--- src/rtl/rgzm_pkg.sv ---
package rgzm_pkg;

    localparam logic [16:0] DEFAULT_GROUP_SIZE = 17'd4096;
    localparam logic [31:0] ROW_INDEX_MAX      = 32'hFFFF_FFFF;

    typedef struct packed {
        logic [63:0] fingerprint;
        logic [63:0] length;
        logic [15:0] completeness;
        logic [15:0] contamination;
        logic [31:0] flags;
    } row_t;

    typedef struct packed {
        logic [63:0] fp_min;
        logic [63:0] fp_max;
        logic [63:0] len_min;
        logic [63:0] len_max;
        logic [15:0] comp_min;
        logic [15:0] comp_max;
        logic [15:0] cont_min;
        logic [15:0] cont_max;
        logic [31:0] flags;
    } stats_t;

endpackage

--- src/rtl/rgzm_fold.sv ---
module rgzm_fold (
    input  logic            first,
    input  rgzm_pkg::stats_t stats_in,
    input  rgzm_pkg::row_t   row,
    output rgzm_pkg::stats_t stats_out
);
    import rgzm_pkg::*;

    stats_t base;

    // first row of a group seeds the bounds and clears the flag union
    always_comb begin
        if (first) begin
            base.fp_min   = row.fingerprint;
            base.fp_max   = row.fingerprint;
            base.len_min  = row.length;
            base.len_max  = row.length;
            base.comp_min = row.completeness;
            base.comp_max = row.completeness;
            base.cont_min = row.contamination;
            base.cont_max = row.contamination;
            base.flags    = 32'd0;
        end else begin
            base = stats_in;
        end
    end

    always_comb begin
        stats_out.fp_min   = (row.fingerprint < base.fp_min) ? row.fingerprint : base.fp_min;
        stats_out.fp_max   = (row.fingerprint > base.fp_max) ? row.fingerprint : base.fp_max;
        stats_out.len_min  = (row.length < base.len_min) ? row.length : base.len_min;
        stats_out.len_max  = (row.length > base.len_max) ? row.length : base.len_max;
        stats_out.comp_min = (row.completeness < base.comp_min) ?
                             row.completeness : base.comp_min;
        stats_out.comp_max = (row.completeness > base.comp_max) ?
                             row.completeness : base.comp_max;
        stats_out.cont_min = (row.contamination < base.cont_min) ?
                             row.contamination : base.cont_min;
        stats_out.cont_max = (row.contamination > base.cont_max) ?
                             row.contamination : base.cont_max;
        stats_out.flags    = base.flags | row.flags;
    end

endmodule

--- src/rtl/row_group_zone_map_builder.sv ---
// the record of a group is registered and valid in the cycle after its closing row is accepted
// throughput: one row per cycle; s_ready drops only while a record waits in the
//   output register and m_ready is low
// the fold of a row into the running statistics is one pass of compare/select logic
// reset (aresetn low, synchronous): group_size returns to 4096, row index, group row
//   count and the output valid clear; no clearing pass, ready on the next cycle
module row_group_zone_map_builder #(
    parameter int MAX_GROUP_ROWS = 65536
) (
    input  logic        aclk,
    input  logic        aresetn,

    input  logic        cfg_valid,
    output logic        cfg_ready,
    input  logic [16:0] cfg_group_size,

    input  logic        s_valid,
    output logic        s_ready,
    input  logic [63:0] s_row_fingerprint,
    input  logic [63:0] s_row_length,
    input  logic [15:0] s_row_completeness,
    input  logic [15:0] s_row_contamination,
    input  logic [31:0] s_row_flags,
    input  logic        s_row_deleted,
    input  logic        s_row_is_final,

    output logic        m_valid,
    input  logic        m_ready,
    output logic [31:0] m_group_first_row,
    output logic [31:0] m_group_last_row,
    output logic [63:0] m_fingerprint_min,
    output logic [63:0] m_fingerprint_max,
    output logic [63:0] m_length_min,
    output logic [63:0] m_length_max,
    output logic [15:0] m_completeness_min,
    output logic [15:0] m_completeness_max,
    output logic [15:0] m_contamination_min,
    output logic [15:0] m_contamination_max,
    output logic [31:0] m_flags_union,
    output logic [16:0] m_live_rows
);
    import rgzm_pkg::*;

    localparam int CW = $clog2(MAX_GROUP_ROWS + 1);
    localparam int EW = (CW > 17) ? CW : 17;
    localparam logic [EW-1:0] MAX_ROWS = EW'(MAX_GROUP_ROWS);

    logic [16:0]   group_size_reg;
    logic [31:0]   row_index_reg, row_index_next;
    logic [31:0]   group_start_reg, group_start_next;
    logic [CW-1:0] rows_reg, rows_next;
    logic [CW-1:0] live_reg, live_next;
    stats_t        stats_reg, stats_next;

    logic          m_valid_reg;
    logic [31:0]   out_first_reg, out_last_reg;
    stats_t        out_stats_reg;
    logic [16:0]   out_live_reg;

    row_t          row;
    logic          first;
    logic [EW-1:0] size_eff;
    logic          close;
    logic          accept;

    assign cfg_ready = 1'b1;
    assign s_ready   = !m_valid_reg || m_ready;
    assign accept    = s_valid && s_ready;

    assign row.fingerprint   = s_row_fingerprint;
    assign row.length        = s_row_length;
    assign row.completeness  = s_row_completeness;
    assign row.contamination = s_row_contamination;
    assign row.flags         = s_row_flags;

    assign first = (rows_reg == '0);

    rgzm_fold u_fold (
        .first     (first),
        .stats_in  (stats_reg),
        .row       (row),
        .stats_out (stats_next)
    );

    // zero acts as one, anything above the build limit acts as the limit
    always_comb begin
        if (group_size_reg == 17'd0) begin
            size_eff = EW'(1);
        end else if (EW'(group_size_reg) > MAX_ROWS) begin
            size_eff = MAX_ROWS;
        end else begin
            size_eff = EW'(group_size_reg);
        end
    end

    always_comb begin
        group_start_next = first ? row_index_reg : group_start_reg;
        live_next        = (first ? '0 : live_reg) + CW'(!s_row_deleted);
        rows_next        = rows_reg + CW'(1);
        close            = s_row_is_final || (EW'(rows_next) >= size_eff);
        if (s_row_is_final) begin
            row_index_next = 32'd0;
        end else if (row_index_reg != ROW_INDEX_MAX) begin
            row_index_next = row_index_reg + 32'd1;
        end else begin
            row_index_next = row_index_reg;
        end
    end

    always_ff @(posedge aclk) begin
        if (!aresetn) begin
            group_size_reg <= DEFAULT_GROUP_SIZE;
            row_index_reg  <= 32'd0;
            rows_reg       <= '0;
            m_valid_reg    <= 1'b0;
        end else begin
            if (cfg_valid && cfg_ready) begin
                group_size_reg <= cfg_group_size;
            end
            if (accept && close) begin
                m_valid_reg <= 1'b1;
            end else if (m_ready) begin
                m_valid_reg <= 1'b0;
            end
            if (accept) begin
                row_index_reg <= row_index_next;
                rows_reg      <= close ? '0 : rows_next;
            end
        end
    end

    always_ff @(posedge aclk) begin
        if (accept) begin
            group_start_reg <= group_start_next;
            live_reg        <= live_next;
            stats_reg       <= stats_next;
            if (close) begin
                out_first_reg <= group_start_next;
                out_last_reg  <= row_index_reg;
                out_stats_reg <= stats_next;
                out_live_reg  <= 17'(live_next);
            end
        end
    end

    assign m_valid             = m_valid_reg;
    assign m_group_first_row   = out_first_reg;
    assign m_group_last_row    = out_last_reg;
    assign m_fingerprint_min   = out_stats_reg.fp_min;
    assign m_fingerprint_max   = out_stats_reg.fp_max;
    assign m_length_min        = out_stats_reg.len_min;
    assign m_length_max        = out_stats_reg.len_max;
    assign m_completeness_min  = out_stats_reg.comp_min;
    assign m_completeness_max  = out_stats_reg.comp_max;
    assign m_contamination_min = out_stats_reg.cont_min;
    assign m_contamination_max = out_stats_reg.cont_max;
    assign m_flags_union       = out_stats_reg.flags;
    assign m_live_rows         = out_live_reg;

endmodule

--- config.mk ---
export PLATFORM = sky130hd
export DESIGN_NAME = row_group_zone_map_builder
export DESIGN_NICKNAME = d
export VERILOG_FILES = /design/src/rtl/rgzm_pkg.sv /design/src/rtl/rgzm_fold.sv /design/src/rtl/row_group_zone_map_builder.sv
export SDC_FILE = /design/constraint.sdc
export NUM_CORES = 2
export LEC_CHECK = 0
export ABC_AREA = 1
export BUFFER_PORTS_ARGS = -buffer_cell sky130_fd_sc_hd__buf_4
export CAP_MARGIN = 0
export CORE_MARGIN = 1.5
export CORE_UTILIZATION = 35
export CTS_BUF_LIST = sky130_fd_sc_hd__clkbuf_4 sky130_fd_sc_hd__clkbuf_8 sky130_fd_sc_hd__clkbuf_16
export CTS_CLUSTER_DIAMETER = 80
export DETAILED_ROUTE_END_ITERATION = 10
export GPL_TIMING_DRIVEN = 0
export PLACE_DENSITY = 0.56
export SLEW_MARGIN = 20
export SYNTH_ARGS = -nofsm -noshare
export SYNTH_HDL_FRONTEND = slang
export SYNTH_SLANG_ARGS = --single-unit
--- constraint.sdc ---
create_clock -name aclk -period 30.4 [get_ports aclk]
set_input_delay 3.04 -clock aclk [delete_from_list [all_inputs] [get_ports aclk]]
set_output_delay 3.04 -clock aclk [all_outputs]
set_load 0.005 [all_outputs]
### After elaboration in Yosys (flattened, before gate mapping)

Cells that the tools add are included.

* latch bits: 0
* logic and storage cells: 72
* register bits: 901
* bits in writable memories: 0
* bits in read-only memories: 0
* memories: 0

* $mul: 0
* order comparisons: 10
* multiplexer cells: 18
* equality and inequality tests: 1
* shifts and indexed selects: 0
* add/sub/neg operators: 3
* divide/modulo/power cells: 0
* bitwise operators: 1
* reductions and logical operators: 12

Operator list (number)
* 352-bit 2-to-1 mux: 1
* 64-bit 2-to-1 mux: 4
* 64-bit > comparator: 2
* 64-bit < comparator: 2
* 32-bit 2-to-1 mux: 3
* 17-bit 2-to-1 mux: 4
* 16-bit 2-to-1 mux: 4
* 17-bit logical NOT: 2
* 32-bit by 1-bit adder with 32-bit output, second input constant: 1
* 16-bit > comparator: 2
* 16-bit < comparator: 2
* 32-bit != test, second input constant: 1
* 32-bit bitwise OR: 1
* 17-bit by 1-bit adder with 17-bit output: 1
* 17-bit by 1-bit adder with 17-bit output, second input constant: 1
* 17-bit >= comparator: 1
* 17-bit > comparator, second input constant: 1
* 2-bit AND reduction: 2
* 2-bit nonzero test: 2
* 1-bit logical AND: 2
* 1-bit logical NOT: 2
* 1-bit logical OR: 2
* 1-bit 2-to-1 mux: 2

### Longest topological paths before layout

* depth after elaboration: 7
* depth in mapped cells: 30
* gate-level depth less buffers: 25

### Cells and area by module

A second synthesis with hierarchy kept.

* cell total of the unflattened synthesis: 4754
* area total of the unflattened synthesis: 47001.3 um2

By module, submodules not included
* row_group_zone_map_builder: sequential area each 26385.3 um2, times used 1, cells each 1755, area each 30336.6 um2
* rgzm_fold: sequential area each 0.0 um2, times used 1, cells each 2999, area each 16664.7 um2

### Least setup slack after synthesis

No wires, ideal clock.

* kind: input-to-reg
* start point: input port m_ready
* end point: register out_stats_reg, in the netlist m_completeness_max[0], enable pin
* stages: 6
* data arrival time: 20342 ps
* required time: 29655 ps
* path slack: 9312 ps
* cell sequence: inv_1 nand2_1 nand2_1 inv_1 nand2_1 inv_1

* longest elaborated chain between the ends: 3

RTL lines
* start: declaration: RTL line row_group_zone_map_builder.sv:28 `input logic m_ready,`
* 1-bit logical OR: RTL line row_group_zone_map_builder.sv:67 `assign s_ready = !m_valid_reg || m_ready;`
* via s_ready: RTL line row_group_zone_map_builder.sv:18 `output logic s_ready,`
* 1-bit logical AND: RTL line row_group_zone_map_builder.sv:68 `assign accept = s_valid && s_ready;`
* via accept: RTL line row_group_zone_map_builder.sv:64 `logic accept;`
* 2-bit AND reduction (no source line)
* end signal: assignment: RTL line row_group_zone_map_builder.sv:140 `out_stats_reg <= stats_next;`
* end: declaration: RTL line row_group_zone_map_builder.sv:57 `stats_t out_stats_reg;`

The timed path passes the listed nets, and every way through them passes these cells.
A chain may end at the register's enable or synchronous reset.

### Final worst setup path

* start point: input port m_ready
* end point: output port s_ready

* longest elaborated chain between the ends: 1

RTL lines (RTL line)
* 1-bit logical OR: row_group_zone_map_builder.sv:67
* end: declaration: row_group_zone_map_builder.sv:18

Every way passes these cells.

==> impl_metrics.py <==
metrics = {
    "placed_design": {
        "place_area_um2": 53600,
        "io_buffers": 648,
        "dpl.hpwl_mm": 117,
        "gp_congestion": 0.911,
        "pre_cts_slack_ns": 23.50,
    },
    "route": {
        "drtIter0Drc": 3289,
        "ant_nets": 0,
        "viasPerCell": 5.03,
        "wirelength_mm": 158,
        "drc": 0,
        "wl_per_cell_um": 21.8,
        "first_pass_iters": 6,
        "vias": 36600,
    },
    "sta": {
        "final_hold_viol_count": 0,
        "fmaxAchievable_ghz": 0.155,
        "tightest_slew_ns": 1.05,
        "setup_violations": 0,
        "setup_ws_ns": 23.97,
        "slew_headroom_pct": 30.1,
        "fin_crit_sh_pct": 21.2,
        "fin_skew_ns": 0.0283,
        "slew_violations": 0,
        "finalSetupTns_ns": 0,
        "fin_crit_ns": 6.43,
        "grt_setup_unrepaired": "false",
    },
    "clocking": {
        "cts_setup_buffers": 0,
        "cts_resized": 0,
        "clk_latency_ns": 0.74,
        "postCtsHoldBufs": 0,
        "cts-htree-levels": 3,
        "cts_buffers": 102,
        "clockBufferDepth": 3,
        "cts.sinks": 901,
        "cts.clk_slew.worst_paths_ns": 0.06,
        "cts_tree": "built",
        "cts_root_buf": "clkbuf_16",
    },
    "global_route": {
        "grt-ovfl-total": 0,
        "antenna_found_initial": 29,
        "grt_pass1_wl_mm": 230,
        "grt_use_total_pct": 23.0,
        "grt_pass1_vias": 34900,
        "grt_start_max_net_pins": 99,
    },
    "worst_setup_path": {
        "worst-path-stages": 4,
        "r2r_setup_slack_ns": 24.05,
        "crit_path_end": "s_ready",
        "r2r_cells": 24,
        "crit_family": "buffers and inverters",
        "path_max_fanout": 3,
        "worst-path-buf-inv": 3,
        "crit_type": "in2out",
        "critPathMaxStageDelay_ns": 0.14,
        "startpoint_type": "input port",
        "worstSetupEndpointType": "output pin",
        "rr_startpoint": "rows_reg[0]$_SDFFE_PN0P_",
        "cp.required_ns": 27.36,
        "cp-startpoint": "m_ready",
        "worst_r2r_endpoint": "m_fingerprint_max[45]$_DFFE_PP_",
        "path_cells": "buf_4, inv_1, nand2_1, buf_4",
        "arrival_ns": 3.39,
        "path_common_cell": "buf_4",
        "slowest_stage": "buf_4",
    },
    "layout": {
        "final_common_cell": "nand2_1",
        "fillers": 12700,
        "layout_common_cells": "nand2_1, edfxtp_1, buf_4",
        "drive_gt1_share_pct": 19.3,
        "largest_reg_flops": 352,
        "nNetsFinal": 5981,
        "multi_input_area_um2": 16800,
        "ff_latch_area_um2": 26400,
        "area_growth_pct": 23.2,
        "design_area_um2": 57000,
    },
    "synth": {
        "synth_edf_count": 834,
        "yosysSeqAreaShare_pct": 57.0,
        "async_reset_ff_share_pct": 0,
        "ys_ff_latch": 901,
        "syn_nets": 5219,
        "netlist_instances": 4665,
        "netlist_area_um2": 46300,
        "yosys_most_used_dff": "edfxtp_1",
        "yosysWarnings": 0,
        "yosysUniqueCellTypes": 55,
        "synth.avg_cell_area_um2": 9.92,
    },
    "die": {
        "rows": 133,
        "io_pins": 652,
        "initial_utilization_pct": 35.2,
        "dieArea_um2": 134000,
        "dieWidth_um": 367,
        "placeableCoreArea_um2": 131000,
        "die_h_um": 367,
    },
    "pwr": {
        "p_leak_nw": 24.9,
        "peakVddDrop_mv": 0.0405,
        "powerDensity_nw_per_um2": 62.5,
    },
    "min_path": {
        "min_path_type": "reg2reg",
    },
    "run": {
        "max_cap_violations": 0,
    },
    "run_status": {
        "status": "completed",
    },
}
==> through the flow <==
stage / hold WS, ns / utilization (%) / instances / power [mW]
floorplan: 0.406 / - / 4665 / 2.02
global route: 0.461 / 43.4 / 7275 / 3.73
CTS: 0.432 / 43.4 / 7265 / 3.60
global placement: 0.413 / 40.6 / 7068 / 2.37
finish: 0.434 / 43.4 / 7281 / 3.57
detailed placement: 0.422 / 40.8 / 7078 / 2.34
==> Yosys cell counts (23+ instances only) <==
master / count / area share [%]
nand4_1: 58 / 0.78
o21ai_0: 375 / 4.1
o21ai_1: 36 / 0.39
nand2_1: 1242 / 10
ha_1: 338 / 9.1
dfxtp_1: 67 / 2.9
buf_2: 77 / 0.83
clkbuf_1: 69 / 0.56
a21oi_1: 200 / 2.2
buf_6: 23 / 0.56
or2_2: 53 / 0.72
xor2_1: 25 / 0.47
inv_1: 536 / 4.3
nor3_1: 60 / 0.65
nand3_1: 296 / 3.2
nor2_1: 138 / 1.1
edfxtp_1: 834 / 54
a21o_1: 37 / 0.60
==> worst register-to-register path: cells and delay by family, from the launching register on <==
family / cells / cell delay (ns)
AO/OA/AOI/OAI: 1 / 0.11
adder cells (fa/ha/maj): 2 / 0.47
buffers and inverters: 9 / 2.86
flip-flops: 1 / 0.40
AND/OR/NAND/NOR: 12 / 2.22
==> layer usage <==
metal	track usage [%]	up-vias	wire [um]
met5	0	-	49
li1	-	17500	-
met3	4.38	219	12400
met1	32.1	17500	70300
met2	35.5	1356	70800
met4	8.00	8	4760
==> cell type report <==
| cell class | count | area share (%) |
|---|---|---|
| clock inverters | 61 | 1.09 |
| well taps | 1755 | 3.85 |
| diodes | 16 | 0.0702 |
| clock buffers | 126 | 4.83 |
| plain buffers | 190 | 1.80 |
| multi-input cells | 3019 | 29.4 |
| repair buffers | 658 | 8.99 |
| inverters | 555 | 3.68 |
| flip-flops and latches | 901 | 46.3 |
==> kinds of logic (layout without fill, tap and decap cells) <==
logic type	after synthesis	after routing	share of synthesized area (%)
AND/OR/NAND/NOR	1928	1928	18.0
flip-flops	901	901	57.0
XOR/XNOR	43	43	0.814
other	1	17	0.00810
adder cells (fa/ha/maj)	338	338	9.14
AO/OA/AOI/OAI	709	709	8.26
buffers and inverters	745	1590	6.71
==> how the worst min path moves through the flow <==
stage | startpoint | end | slack [ns] | depth (start not counted)
2_1_floorplan | row_index_reg[27]$_SDFFE_PN0P_ | m_group_last_row[27]$_DFFE_PP_ | 0.41 | 0
3_3_place_gp | row_index_reg[27]$_SDFFE_PN0P_ | m_group_last_row[27]$_DFFE_PP_ | 0.41 | 0
3_5_place_dp | row_index_reg[27]$_SDFFE_PN0P_ | m_group_last_row[27]$_DFFE_PP_ | 0.42 | 0
4_1_cts | row_index_reg[27]$_SDFFE_PN0P_ | m_group_last_row[27]$_DFFE_PP_ | 0.43 | 0
5_1_grt | row_index_reg[27]$_SDFFE_PN0P_ | m_group_last_row[27]$_DFFE_PP_ | 0.46 | 0
6_report | row_index_reg[27]$_SDFFE_PN0P_ | m_group_last_row[27]$_DFFE_PP_ | 0.43 | 0
==> power breakdown <==
group	switching (mW)	total [mW]	leakage (nW)	internal [mW]
clock network	0.537	1.25	1.66	0.709
logic	0.485	0.735	14.6	0.249
registers	0.0434	1.58	8.61	1.54
Note: power is estimated with default switching activity, not from simulation.
